### config.mk
export PLATFORM = sky130hd
export DESIGN_NAME = bgls_front
export DESIGN_NICKNAME = d
export VERILOG_FILES = /design/src/hdl/bgls_pkg.sv /design/src/hdl/bgls_front.sv
export SDC_FILE = /design/constraint.sdc
export NUM_CORES = 1
export LEC_CHECK = 0
export ABC_CLOCK_PERIOD_IN_PS = 3830
export BUFFER_PORTS_ARGS = -buffer_cell sky130_fd_sc_hd__buf_2
export CAP_MARGIN = 0
export CELL_PAD_IN_SITES_DETAIL_PLACEMENT = 1
export CELL_PAD_IN_SITES_GLOBAL_PLACEMENT = 2
export CORE_MARGIN = 10
export CORE_UTILIZATION = 26
export DETAILED_ROUTE_END_ITERATION = 8
export PLACE_DENSITY_LB_ADDON = 0.1
export SETUP_SLACK_MARGIN = 0.02
export SYNTH_ARGS = -nofsm -noshare
export SYNTH_HDL_FRONTEND = slang
export SYNTH_SLANG_ARGS = --single-unit
### constraint.sdc
create_clock -name vclk -period 3.83
set_input_delay 0.1915 -clock vclk [all_inputs]
set_output_delay 0.1915 -clock vclk [all_outputs]
set_load 0.1 [all_outputs]
### src/hdl/bgls_pkg.sv
// bgls_pkg: fixed widths, action codes, register indexes and shared structs
// for the byte grid line scan block. No dependencies.
package bgls_pkg;

    localparam int ACTION_W = 3;
    localparam int COL_W    = 6;
    localparam int ROW_W    = 7;
    localparam int DATA_W   = 8;
    localparam int POS_W    = 7;
    localparam int SHIFT_W  = 4;
    localparam int LOG2_W   = 3;
    localparam int HEIGHT_W = 7;
    localparam int CFG_W    = 7;

    localparam logic [ACTION_W-1:0] ACT_WRITE     = 3'd0;
    localparam logic [ACTION_W-1:0] ACT_READ      = 3'd1;
    localparam logic [ACTION_W-1:0] ACT_UP_CHG    = 3'd2;
    localparam logic [ACTION_W-1:0] ACT_UP_VAL    = 3'd3;
    localparam logic [ACTION_W-1:0] ACT_RIGHT_CHG = 3'd4;
    localparam logic [ACTION_W-1:0] ACT_RIGHT_VAL = 3'd5;
    localparam logic [ACTION_W-1:0] ACT_DOWN_CHG  = 3'd6;
    localparam logic [ACTION_W-1:0] ACT_DOWN_VAL  = 3'd7;

    localparam logic REG_WIDTH_LOG2 = 1'b0;
    localparam logic REG_HEIGHT     = 1'b1;

    localparam logic [LOG2_W-1:0]   WIDTH_LOG2_RST = 3'd6;
    localparam logic [HEIGHT_W-1:0] HEIGHT_RST     = 7'd64;

    // classification of one command, front to back
    typedef struct packed {
        logic [ACTION_W-1:0] action;
        logic                in_range;
        logic                by_value;
        logic                dec;
    } bgls_ctl_t;

    typedef struct packed {
        logic              found;
        logic [POS_W-1:0]  position;
        logic [DATA_W-1:0] cell_value;
    } bgls_res_t;

endpackage

### src/hdl/bgls_front.sv
// bgls_front: classifies an incoming transaction: range check, start address,
// scan direction, stride and end coordinate. Uses bgls_pkg.
module bgls_front #(
    parameter int  MAX_WIDTH_LOG2 = 6,
    parameter int  MAX_ROWS       = 128,
    localparam int RW             = (MAX_ROWS > 1) ? $clog2(MAX_ROWS) : 1,
    localparam int CW             = (RW > MAX_WIDTH_LOG2) ? RW : MAX_WIDTH_LOG2
) (
    input  logic [bgls_pkg::LOG2_W-1:0]   width_log2,
    input  logic [bgls_pkg::HEIGHT_W-1:0] height,
    input  logic [bgls_pkg::ACTION_W-1:0] action,
    input  logic [bgls_pkg::COL_W-1:0]    col,
    input  logic [bgls_pkg::ROW_W-1:0]    row,
    output bgls_pkg::bgls_ctl_t           ctl,
    output logic [RW+MAX_WIDTH_LOG2-1:0]  addr,
    output logic [CW-1:0]                 coord,
    output logic [CW-1:0]                 limit,
    output logic [RW+MAX_WIDTH_LOG2-1:0]  stride
);

    localparam int AW = RW + MAX_WIDTH_LOG2;
    localparam int EW = ((AW > bgls_pkg::ROW_W) ? AW : bgls_pkg::ROW_W) + 1;

    logic [bgls_pkg::SHIFT_W-1:0] shift;
    logic [EW-1:0] rows_eff, width_eff, col_ext, row_ext, addr_full;
    logic [EW-1:0] width_m1, rows_m1;

    always_comb
    begin
        shift = (bgls_pkg::SHIFT_W'(width_log2) > bgls_pkg::SHIFT_W'(MAX_WIDTH_LOG2)) ?
                bgls_pkg::SHIFT_W'(MAX_WIDTH_LOG2) : bgls_pkg::SHIFT_W'(width_log2);
        rows_eff  = (EW'(height) > EW'(MAX_ROWS)) ? EW'(MAX_ROWS) : EW'(height);
        width_eff = EW'(1) << shift;
        width_m1  = width_eff - EW'(1);
        rows_m1   = rows_eff - EW'(1);
        col_ext   = EW'(col);
        row_ext   = EW'(row);
        addr_full = (row_ext << shift) + col_ext;

        ctl.action   = action;
        ctl.in_range = (col_ext < width_eff) && (row_ext < rows_eff);
        ctl.by_value = action[0];
        ctl.dec      = 1'b0;
        addr         = addr_full[AW-1:0];
        coord        = row_ext[CW-1:0];
        limit        = '0;
        stride       = AW'(1);

        case (action)
            bgls_pkg::ACT_UP_CHG, bgls_pkg::ACT_UP_VAL:
            begin
                ctl.dec = 1'b1;
                stride  = width_eff[AW-1:0];
            end
            bgls_pkg::ACT_RIGHT_CHG, bgls_pkg::ACT_RIGHT_VAL:
            begin
                coord = col_ext[CW-1:0];
                limit = width_m1[CW-1:0];
            end
            bgls_pkg::ACT_DOWN_CHG, bgls_pkg::ACT_DOWN_VAL:
            begin
                stride = width_eff[AW-1:0];
                limit  = rows_m1[CW-1:0];
            end
            bgls_pkg::ACT_WRITE, bgls_pkg::ACT_READ:
            begin
                limit = '0;
            end
            default:
            begin
                limit = '0;
            end
        endcase
    end

endmodule

=== Word-level counts from Yosys, hierarchy flattened ===
Index checks and enable logic that the tools add are counted.

* Register bits after elaboration: 0
* Bits in latches: 0
* Memory bits (writable): 0
* ROM bits: 0
* Bits of input ports: 26
* Word-level logic and storage cells: 24
* Memories: 0

* Add/subtract/negate cells: 3
* Multipliers: 0
* Divide/modulo/power cells: 0
* $lt $le $gt $ge: 3
* Equal/unequal tests: 6
* Shifts and indexed selects: 2
* Muxes and demuxes: 5
* Bitwise gates (word level): 0
* Reductions and logical operators: 5

{| class="wikitable"
|+ Operator list
! kind !! count
|-
| $lt 6x14->1 || 1
|-
| $pmux 7 s2 || 1
|-
| $shl 1x3->14 const A || 1
|-
| $sub 7x1->7 const B || 2
|-
| $add 13x6->13 || 1
|-
| $mux 13 || 1
|-
| $shl 7x3->13 || 1
|-
| $eq 3x3->1 const B || 4
|-
| $lt 7x7->1 || 1
|-
| $mux 7 || 1
|-
| $eq 3x2->1 const B || 2
|-
| $reduce_or 2->1 || 3
|-
| $reduce_or 4->1 || 1
|-
| $gt 3x3->1 const B || 1
|-
| $mux 3 || 1
|-
| $logic_and 1x1->1 || 1
|-
| $mux 1 || 1
|}

=== Longest topological paths before layout ===
* Depth after elaboration: 5
* Mapped depth: 13
* Depth with buffers taken out: 11

=== Worst setup path after synthesis ===
OpenSTA, ideal clock, no wires.

* Kind: input-to-output
* From: input width_log2[2] (netlist bit)
* To: output addr[9]
* Data arrival time: 4.032 ns
* Slack: -0.393 ns
* Stages: 12
* Path buffers: 2
* Cells stage by stage: buf_2 buf_2 nand2_1 and2_1 mux2i_1 nor3_1 ha_1 a21oi_1 o21ai_0 o41ai_1 nor3_1 xnor2_1

* Longest elaborated chain between the ends: 4

{| class="wikitable"
|+ RTL lines
! element !! RTL line !! RTL
|-
| start, declared || bgls_front.sv:9 || <nowiki>input logic [bgls_pkg::LOG2_W-1:0] width_log2,</nowiki>
|-
| $gt 3x3->1 || bgls_front.sv:30 || <nowiki>shift = (bgls_pkg::SHIFT_W'(width_log2) > bgls_pkg::SHIFT_W'(MAX_WIDTH_LOG2)) ?</nowiki>
|-
| $mux 3 (*) || bgls_front.sv:30 ||
|-
| $shl 7x3->13 (*) || bgls_front.sv:38 || <nowiki>addr_full = (row_ext << shift) + col_ext;</nowiki>
|-
| $add 13x6->13 (*) || bgls_front.sv:38 ||
|-
| end, declared || bgls_front.sv:15 || <nowiki>output logic [RW+MAX_WIDTH_LOG2-1:0] addr,</nowiki>
|}

Every way passes the cells marked *; elsewhere a longest branch is shown, timed or not.

=== Final worst setup path ===
* From: input width_log2[0] (netlist bit)
* To: output addr[12]

The elaborated chain is that of the path after synthesis.

==> impl_metrics.env <==
export IMPL_antenna_found_initial=0
export IMPL_syn_cell_area_um2=1543
export IMPL_hold_viol=0
export IMPL_leakagePower_nw=0.9404
export IMPL_post_route_drc_count=0
export IMPL_holdWs_ns=0.3874
export IMPL_endpoint_kind="primary output"
export IMPL_setup_ws_ns=0.5752
export IMPL_synthDistinctLibCells=57
export IMPL_min_path_cells=0
export IMPL_setup_violations=0
export IMPL_cts_hold_buf=0
export IMPL_clock_buffers=0
export IMPL_antenna_left=0
export IMPL_yosysWarnings=0
export IMPL_fin_crit_sh_pct=84.98
export IMPL_cp_start_kind="input pin"
export IMPL_diodes=0
export IMPL_placedCellCount=338
export IMPL_fillCellCount=727
export IMPL_die_height_um=97.03
export IMPL_wl_mm=5.818
export IMPL_cts_setup_buffers=0
export IMPL_initial_utilization_pct=27.35
export IMPL_io_buffers=63
export IMPL_layout_commonest_cell="buf_2"
export IMPL_fin_util_pct=34.71
export IMPL_vias=1704
export IMPL_path_class="in -> out"
export IMPL_ir_worst_vdd_mv=0.1482
export IMPL_layout_common_cells="58 x buf_2, 22 x nor2_1, 18 x ha_1"
export IMPL_grt_pass1_wl_mm=9.632
export IMPL_syn_to_final_growth_pct=26.93
export IMPL_place_gp_congestion=0.7240
export IMPL_instances_no_fill=338
export IMPL_avgSynthCellArea_um2=7.142
export IMPL_worst_pin_slew_ns=0.5189
export IMPL_ys_seq_area_share_pct=0
export IMPL_status="finished clean"
export IMPL_cap_violations=0
export IMPL_fp_dieW_um=97.03
export IMPL_grt_setup_unrepaired="false"
export IMPL_max_freq_mhz=307.2
export IMPL_cts_resized=0
export IMPL_seq_cell_count=0
export IMPL_maxSlewViolCount=0
export IMPL_wl_per_cell_um=17.21
export IMPL_die_area_um2=9415
export IMPL_maxSlewHeadroom_pct=65.34
export IMPL_place_area_um2=1958
export IMPL_gr_total_overflow=0
export IMPL_path_max_fanout=21
export IMPL_final_cell_area_um2=1958
export IMPL_nNetsFinal=313
export IMPL_syn_instance_count=216
export IMPL_core_um2=5642
export IMPL_grt_max_degree=32
export IMPL_power_uw=583.0
export IMPL_row_count=27
export IMPL_grt_pass1_vias=1831
export IMPL_p_per_area_nw_per_um2=297.8
export IMPL_dr_pass1_iters=4
export IMPL_drive_gt1_share_pct=32.33
export IMPL_track_usage_pct=11.70
export IMPL_cp_data_required_time_ns=3.64
export IMPL_hpwl_mm=4.804
export IMPL_fin_setup_tns_ns=0
export IMPL_pre_cts_ws_ns=0.5542
export IMPL_seq_area_um2=0
export IMPL_viasPerCell=5.041
export IMPL_io_pins=72
export IMPL_hp_class="in -> out"
export IMPL_critical_path_arrival_ns=3.06
export IMPL_period_needed_ns=3.255
export IMPL_drt_iter0_drc=78
==> final timing paths <==
path                          start       end  slack [ns]
worst max-delay path  width_log2[0]  addr[12]        0.58
worst min-delay path      action[0]    ctl[1]        0.39
==> layout make-up <==
| type | count | area, um2 | area share, % |
|---|---|---|---|
| inverter | 8 | 30.03 | 1.534 |
| timing repair buffer | 66 | 412.9 | 21.09 |
| tap | 72 | 90.09 | 4.601 |
| multi-input combinational | 192 | 1425 | 72.78 |
==> kinds of logic after synthesis <==
kind of cell / Yosys count / synth area share, %
XOR/XNOR: 10 / 5.678
multiplexers: 17 / 12.25
other: 1 / 0.2431
AO/OA/AOI/OAI: 56 / 25.87
adder cells (fa/ha/maj): 19 / 15.90
buffers and inverters: 29 / 11.03
AND/OR/NAND/NOR: 84 / 29.03
==> layer usage <==
| metal | wire (um) | part of all wire [%] | track usage (%) | up-vias |
|---|---|---|---|---|
| met5 | 0 | 0 | 0 | - |
| met4 | 0 | 0 | 0 | 0 |
| met3 | 272 | 4.7 | 1.845 | 0 |
| met2 | 2515 | 43 | 18.56 | 41 |
| met1 | 3030 | 52 | 16.95 | 800 |
| li1 | - | - | - | 863 |
==> synthesized netlist by cell type, drive strengths merged, types with 2 or more instances <==
| library cell | count | area share, % |
|---|---|---|
| o211ai | 4 | 1.9 |
| and3 | 2 | 0.81 |
| mux2i | 5 | 3.2 |
| buf | 17 | 7.9 |
| o21a | 3 | 1.5 |
| and2b | 2 | 0.97 |
| a21oi | 14 | 4.5 |
| nor3 | 6 | 1.9 |
| clkbuf | 4 | 1.2 |
| a21o | 5 | 2.4 |
| o21bai | 2 | 0.97 |
| nand2b | 6 | 2.4 |
| nand2 | 13 | 3.2 |
| xor2 | 3 | 1.7 |
| or2b | 2 | 0.97 |
| a211oi | 3 | 1.5 |
| mux2 | 12 | 9.0 |
| nor2 | 22 | 5.4 |
| or3b | 2 | 1.1 |
| nand3 | 5 | 1.6 |
| ha | 18 | 15 |
| nor4 | 2 | 0.81 |
| o21ai | 9 | 2.9 |
| nor2b | 6 | 2.4 |
| nand3b | 3 | 1.5 |
| a211o | 2 | 1.1 |
| xnor2 | 7 | 4.0 |
| o22a | 2 | 1.7 |
| inv | 8 | 1.9 |
| and2 | 9 | 3.6 |
==> critical path: stages <==
cell	delay (ns)
buf_2	0.33
and2_1	0.24
mux2i_1	0.30
nor3_1	0.13
fa_1	0.46
a211oi_1	0.26
o21bai_1	0.11
a21oi_1	0.43
nor4_1	0.14
mux2i_2	0.25
buf_12	0.21
==> power by group <==
group	switching, mW	internal [mW]	total (mW)
combinational	0.449	0.134	0.583
sequential	0	0	0
clock	0	0	0
total	0.449	0.134	0.583
Power figures use the tool's default switching activity.
