File: config.mk
export PLATFORM = sky130hd
export DESIGN_NAME = bgls_queue
export DESIGN_NICKNAME = d
export VERILOG_FILES = /design/src/hdl/bgls_queue.sv
export SDC_FILE = /design/constraint.sdc
export NUM_CORES = 1
export LEC_CHECK = 0
export ABC_AREA = 1
export BUFFER_PORTS_ARGS = -buffer_cell sky130_fd_sc_hd__buf_2
export CAP_MARGIN = 10
export CORE_MARGIN = 10
export CORE_UTILIZATION = 33
export DETAILED_ROUTE_END_ITERATION = 12
export PLACE_DENSITY = 0.64
export SLEW_MARGIN = 25
export SYNTH_ARGS = -nofsm -noshare
export SYNTH_HDL_FRONTEND = slang
export SYNTH_SLANG_ARGS = --single-unit
File: constraint.sdc
create_clock -name clk -period 3.3 [get_ports clk]
set_input_delay 0.495 -clock clk [delete_from_list [all_inputs] [get_ports clk]]
set_output_delay 0.495 -clock clk [all_outputs]
set_load 0.01 [all_outputs]
File: src/hdl/bgls_queue.sv
// bgls_queue: two-entry command queue between front and back.
// Depends on nothing; width set by parameter.
module bgls_queue #(
    parameter int W = 8
) (
    input  logic         clk,
    input  logic         rst_n,
    input  logic         push,
    input  logic [W-1:0] wdata,
    output logic         full,
    input  logic         pop,
    output logic         head_valid,
    output logic [W-1:0] rdata
);

    localparam int DEPTH = 2;

    logic [W-1:0] entry_reg [DEPTH];
    logic         wr_ptr_reg, wr_ptr_next;
    logic         rd_ptr_reg, rd_ptr_next;
    logic [1:0]   count_reg, count_next;

    assign full       = (count_reg == 2'(DEPTH));
    assign head_valid = (count_reg != 2'd0);
    assign rdata      = entry_reg[rd_ptr_reg];

    always_comb
    begin
        wr_ptr_next = push ? ~wr_ptr_reg : wr_ptr_reg;
        rd_ptr_next = pop ? ~rd_ptr_reg : rd_ptr_reg;
        count_next  = count_reg + 2'(push) - 2'(pop);
    end

    always_ff @(posedge clk or negedge rst_n)
    begin
        if (!rst_n)
        begin
            wr_ptr_reg <= 1'b0;
            rd_ptr_reg <= 1'b0;
            count_reg  <= 2'd0;
        end
        else
        begin
            wr_ptr_reg <= wr_ptr_next;
            rd_ptr_reg <= rd_ptr_next;
            count_reg  <= count_next;
        end
    end

    always_ff @(posedge clk)
    begin
        if (push)
        begin
            entry_reg[wr_ptr_reg] <= wdata;
        end
    end

endmodule

# Word level (Yosys, flattened, before mapping)
# Memories as Yosys holds them, arrays and structs flattened.
# Cells that the tools add are included.
# W data, S select, Z words.
[op_classes]
n_addsub = 2
n_eq_ne = 1
mux = 2
bitwise_logic = 2
reduce_logical = 1
[ops]
columns = ["operator", "n"]
rows = [
  ["$add A2 B1 Y2", 1],
  ["$eq A2 B2 Y1 const B", 1],
  ["$mux W1", 2],
  ["$not A1 Y1", 2],
  ["$reduce_bool A2 Y1", 1],
  ["$sub A2 B1 Y2", 1],
]
[word_totals]
register_bits = 4
ram_bits = 16
out_inout_bits = 10
mem_count = 1
[memory_table]
columns = ["name", "words", "width", "read_ports", "rd_ports_with_merged_regs", "wr", "line", "source"]
rows = [
  ["entry_reg", 2, 8, 1, 0, 1, "18", "logic [W-1:0] entry_reg [DEPTH];"],
]

# Longest topological paths before layout
# Gate-level depths: netlist of run 1.
[logic_depth]
word_depth = 2
ltp_mapped = 7

# Worst setup path before layout of run 1
# Ideal clock, no wire load.
[synth_path]
path_kind = "reg-to-output"
from = "register rd_ptr_reg"
to = "output rdata[0]"
arrival_time_ps = 783
t_required_ps = 2805
slack_ps = 2022
path_stages_with_launch = 5
path_buffers = 2
path_cell_list = "dfrtp_1 buf_6 buf_12 nand2_1 o21ai_0"
[synth_between]
elab_chain_len = 1
[synth_lines]
columns = ["element", "line", "source"]
rows = [
  ["start: declaration", "20", "logic rd_ptr_reg, rd_ptr_next;"],
  ["start signal: assignment", "45", "rd_ptr_reg <= rd_ptr_next;"],
  ["$mem_v2 Z2 W8", "--", ""],
  ["end: declaration", "13", "output logic [W-1:0] rdata"],
]
# No other way between the ends.

# Final worst setup path of run 1
[layout_path]
from = "register rd_ptr_reg"
to = "output rdata[7]"
# The elaborated chain is that of the path after synthesis.

==> results of run 1 <==
==> how the worst min path moves through the flow <==
stage          startpoint         endpoint  slack [ns]
2_1_floorplan       rst_n     count_reg[0]        0.20
3_3_place_gp        rst_n     count_reg[0]        0.30
6_report         wdata[2]  entry_reg[0][2]        0.39
4_1_cts          wdata[2]  entry_reg[0][2]        0.38
5_1_grt          wdata[2]  entry_reg[0][2]        0.36
3_5_place_dp        rst_n       wr_ptr_reg        0.31
==> cells in the final DEF (no fill, tap or decap), drive strengths merged <==
cell type,instances
buf,21
bufinv,1
clkbuf,3
dfrtp,4
dlygate4sd3,1
edfxtp,16
ha,2
inv,15
nand2,15
nand3,1
nor2,2
o21ai,8
xor2,2
==> cell usage after synthesis, drive strengths merged <==
library cell	count	area (sq um)
buf	2	31.3
dfrtp	4	100
edfxtp	16	480
ha	2	25.0
inv	15	56.3
nand2	15	56.3
nand3	1	5.00
nor2	2	7.51
o21ai	8	51.3
xor2	2	17.5
==> repair_timing <==
| item | 4_1_cts | 5_1_grt |
|---|---|---|
| endpoints found under the setup margin | 0 | 0 |
| gates resized for setup | 0 | 0 |
| endpoints found under the hold margin | 4 | 0 |
| hold buffers | 1 | 0 |
==> layer usage <==
metal  track usage [%]  vias up  routed length (um)
met3              4.66        0                 199
met5                 0        -                   0
li1                  -      260                   -
met2              9.37       25                 621
met4              1.75        0                   0
met1              6.08      233                 598
==> cell type report <==
class | count | area, sq um
multi-input combinational | 30 | 163
fill | 231 | 1430
clock buffer | 3 | 22.5
inverter | 15 | 56.3
clock inverter | 1 | 30.0
tap | 30 | 37.5
sequential | 20 | 581
timing repair buffer | 22 | 115
==> kinds of logic after synthesis <==
logic type / Yosys count
simple gates: 18
xor+xnor: 2
flops: 20
compound gates: 8
fa+ha+maj: 2
buf+inv: 17
==> where the power goes <==
group | leakage [nW] | switching [mW] | total, mW | internal, mW
combinational | 0.248 | 0.145 | 0.243 | 0.0977
clock | 0.0279 | 0.0720 | 0.195 | 0.123
sequential | 0.197 | 0.0505 | 0.393 | 0.342
==> critical path: stages, from the launching register on <==
cell     delay, ns
dfrtp_1       0.70
o21ai_0       0.19
buf_2         0.17
==> through the flow <==
step                      area [sq um]  std cells  hold slack [ns]
final                             1000        121            0.386
after global routing              1000        121            0.360
after CTS                         1000        121            0.379
after detailed placement           942        116            0.307
after global placement             942        116            0.304
after floorplan                    831         67            0.199
==> results.cfg, run 1 <==
[pwr]
power.leakage_nw = 0.473
power.density_nw_per_um2 = 826
power_uw = 830
ir_worst_vdd_v = 0.000439

[sta]
skew_ns = 0.00189
fmax_mhz = 543
post-route-min-period_ns = 1.84
finalCritPeriodShare_pct = 55.8
final.setup.tns_ns = 0
setup_viol = 0
tightest_slew_ns = 0.667
drv_slew = 0
timing_hold_violations_final = 0
relSlewSlack_pct = 55.3
setup_slack_ns = 1.46
rsz0062_at_grt = no

[clock_network]
cts_max_level = 1
clock_sinks = 20
clock_path_buffers = 2
cts_tree = yes
worstSkewPairLatency_ns = 0.29
postCtsSetupBuffers = 0
cts-root-buf = clkbuf_4
clk_pin_slew_worst_paths_ns = 0.11
cts_buffers = 3

[floorplanning]
die_w_um = 70.2
ios = 22
coreArea_sq_um = 2430
num_rows = 18
dieArea_sq_um = 4920
die_y_um = 70.2
start_util_pct = 34.2

[drt]
drt_wl_total_um = 1420
remaining_drc_errors = 0
drt_first_pass_iters = 4
drt-vias-per-instance = 4.28
wl_per_cell_um = 11.7
num_vias = 518
ant_nets = 0
drt_iter0_markers = 10

[setup_path]
crit_end = rdata[7]
rr_startpoint = wr_ptr_reg
start_kind = register
cp-startpoint = rd_ptr_reg
critical_path.max_fanout = 17
arrival_ns = 1.35
setup.worst_path.end_class = output pin
worst-r2r-cell-count = 1
reg2reg_setup_slack_ns = 1.98
path_class = reg2out
critPathRequiredTime_ns = 2.80
timing.rr.end = entry_reg[0][0]

[placed_design]
pre_cts_ws_ns = 1.69
dp_hpwl_um = 1140
gp_congestion = 0.687
io_buffers = 21

[layout]
drive_above_1_share_pct = 30.8
largest_reg_flops = 16
layout.nets = 106
utilization_pct = 41.3
antennaDiodeCount = 0
syn_to_final_growth_pct = 20.9

[synth]
avgSynthCellArea_sq_um = 12.4
synth_simple_gate_area_share_pct = 8.28
synth_top_family_by_area = buffers and inverters
syn_inst = 67
synthXorXnorAreaFrac_pct = 2.11
synth_nets = 81
yosysSeqAreaShare_pct = 69.9
ys.warnings.count = 0
ys_types = 12
synthMuxAreaShare_pct = 0
synthAdderAreaFrac_pct = 3.01
synth.cell_area_sq_um = 831
synth_compound_area_share_pct = 6.17
ys_ff_latch = 20

[global_route]
overflow = 0
grt_pass1_vias = 569
antenna_found_initial = 0
grt_use_total_pct = 6.00
grt_pass1_wl_um = 2520
grt_max_degree = 18

[min_path]
hold_class = in2reg
min_delay_path_depth = 1

[run_status]
status = complete, no violations

[job]
maxCapViolCount = 0
Power figures use the tool's default switching activity.
==> run 2: changes to the inputs <==
--- a/config.mk
+++ b/config.mk
@@ -5,7 +5,7 @@
 export SDC_FILE = /design/constraint.sdc
 export NUM_CORES = 1
 export LEC_CHECK = 0
-export ABC_AREA = 1
+export ABC_AREA = 0
 export BUFFER_PORTS_ARGS = -buffer_cell sky130_fd_sc_hd__buf_2
 export CAP_MARGIN = 10
 export CORE_MARGIN = 10
==> constraint.sdc (replaced) <==
create_clock -name clk -period 1.9 [get_ports clk]
set_input_delay 0.285 -clock clk [delete_from_list [all_inputs] [get_ports clk]]
set_output_delay 0.285 -clock clk [all_outputs]
set_load 0.01 [all_outputs]
==> results.cfg, run 2 <==
[run_status]
status = complete, no violations

[global_route]
top_usage_layer = met2
grt_use_total_pct = 5.28
overflow = 0
grt_pass1_wl_um = 2060
grt_use_met3_pct = 2.43
met1_usage_pct = 5.29
met2_usage_pct = 8.97
grt_max_degree = 12
antenna_found_initial = 0
grt_pass1_vias = 436

[pwr]
ir_worst_vdd_v = 0.000580
power_mw = 1.37
power.leakage_nw = 0.435
power.density_nw_per_um2 = 1380

[floorplanning]
start_util_pct = 35.6
num_rows = 17
die_w_um = 69.6
coreArea_sq_um = 2280
ios = 22
dieArea_sq_um = 4840
die_y_um = 69.6

[synth]
synthXorXnorAreaFrac_pct = 5.09
ys.warnings.count = 0
netlist_top_cells_area = edfxtp_1, mux2_4, dfrtp_1, ha_1, xor3_1
synth.cell_area_sq_um = 811
ys_ff_latch = 20
synth_largest_area_cell = edfxtp_1
synthFlopType = edfxtp_1
synthMuxAreaShare_pct = 14.8
yosysSeqAreaShare_pct = 71.6
synth_nets = 54
synth_compound_area_share_pct = 0
synth_common_cells = edfxtp_1, mux2_4, dfrtp_1
synth_top_family_by_area = multiplexers
syn_inst = 40
synth_edf_count = 16
synth_top_area_share_pct = 59.3
yosysMostFrequentCell = edfxtp_1
ys_types = 11
avgSynthCellArea_sq_um = 20.3
ys_async_sr_fraction_pct = 20.0
synthAdderAreaFrac_pct = 3.09
synth_simple_gate_area_share_pct = 3.09

[drt]
drt_iter0_markers = 7
ant_nets = 0
drt_wl_total_um = 1240
drt-vias-per-instance = 4.28
drt_first_pass_iters = 2
num_vias = 402
remaining_drc_errors = 0
wl_per_cell_um = 13.2

[layout]
layout_common_cells = buf_2, edfxtp_1, mux2_4, dfrtp_1, clkbuf_4
design_area_sq_um = 993
layout_commonest_cell = buf_2
syn_to_final_growth_pct = 22.5
antennaDiodeCount = 0
layout.nets = 81
utilization_pct = 43.7
drive_above_1_share_pct = 53.0
largest_reg_flops = 16
n_fill_cell = 209
final_cells = 94

[setup_path]
path_class = reg2out
setup.worst_path.end_class = output pin
arrival_ns = 1.46
critPathRequiredTime_ns = 1.62
critical_path.max_fanout = 9
start_kind = register

[clock_network]
postCtsSetupBuffers = 0
clock_sinks = 20
clk_pin_slew_worst_paths_ns = 0.11
cts_max_level = 1
cts-root-buf = clkbuf_4
worstSkewPairLatency_ns = 0.29
cts_tree = yes
cts_buffers = 3
clock_path_buffers = 2

[job]
maxCapViolCount = 0

[sta]
finalCritPeriodShare_pct = 91.9
final.setup.tns_ns = 0
drv_slew = 0
skew_ns = 0.00321
setup_slack_ns = 0.155
fmax_mhz = 573
setup_viol = 0
post-route-min-period_ns = 1.75
hold-worst-slack_ns = 0.178
timing_hold_violations_final = 0
tightest_slew_ns = 0.534
rsz0062_at_grt = no
relSlewSlack_pct = 64.4

[placed_design]
io_buffers = 21
pre_cts_ws_ns = 0.456
postPlaceCellArea_sq_um = 947
gp_congestion = 0.636
dp.cells = 89

[min_path]
hold_class = in2reg
-- run 2: routing by layer --
metal	routed length, um	part of all wire, %
met5	0	0
met4	9	0.73
met1	530	43
met3	90	7.3
met2	608	49
-- run 2: layout make-up --
cell class | count | area (sq um) | area share (%)
Clock buffer | 4 | 36.3 | 3.65
Sequential cell | 20 | 581 | 58.4
Multi-Input combinational cell | 17 | 211 | 21.3
Tap cell | 28 | 35.0 | 3.53
Timing Repair Buffer | 23 | 123 | 12.3
Inverter | 2 | 7.51 | 0.756
-- run 2: kinds of logic (layout without fill, tap and decap cells) --
logic type               after synthesis  in the layout
adder cells (fa/ha/maj)                2              2
AND/OR/NAND/NOR                        4              4
flip-flops                            20             20
XOR/XNOR                               3              3
buffers and inverters                  3             29
multiplexers                           8              8
-- run 2: critical path: stages (launching register included) --
cell     delay (ns)
dfrtp_1        0.69
mux2_4         0.34
buf_2          0.14
-- run 2: what timing repair did --
item                      in CTS  in global routing
gates resized for setup        0                  0
hold endpoints to repair       4                  0
hold buffers                   1                  0
-- run 2: power breakdown --
group | total [mW] | switching [mW] | leakage (nW) | internal, mW
combinational | 0.446 | 0.172 | 0.217 | 0.274
sequential | 0.688 | 0.0924 | 0.197 | 0.595
clock | 0.234 | 0.117 | 0.0210 | 0.117
-- run 2: final timing paths --
check / startpoint / endpoint / slack [ns] / depth (start not counted)
max: rd_ptr_reg / rdata[6] / 0.15 / 2
min: wdata[3] / entry_reg[0][3] / 0.18 / 1
max reg2reg: wr_ptr_reg / entry_reg[0][0] / 0.70 / 2
min reg2reg: wr_ptr_reg / wr_ptr_reg / 0.50 / 1
max in group asynchronous: rst_n / rd_ptr_reg / 1.47 / 2
min in group asynchronous: rst_n / count_reg[0] / 0.32 / 2
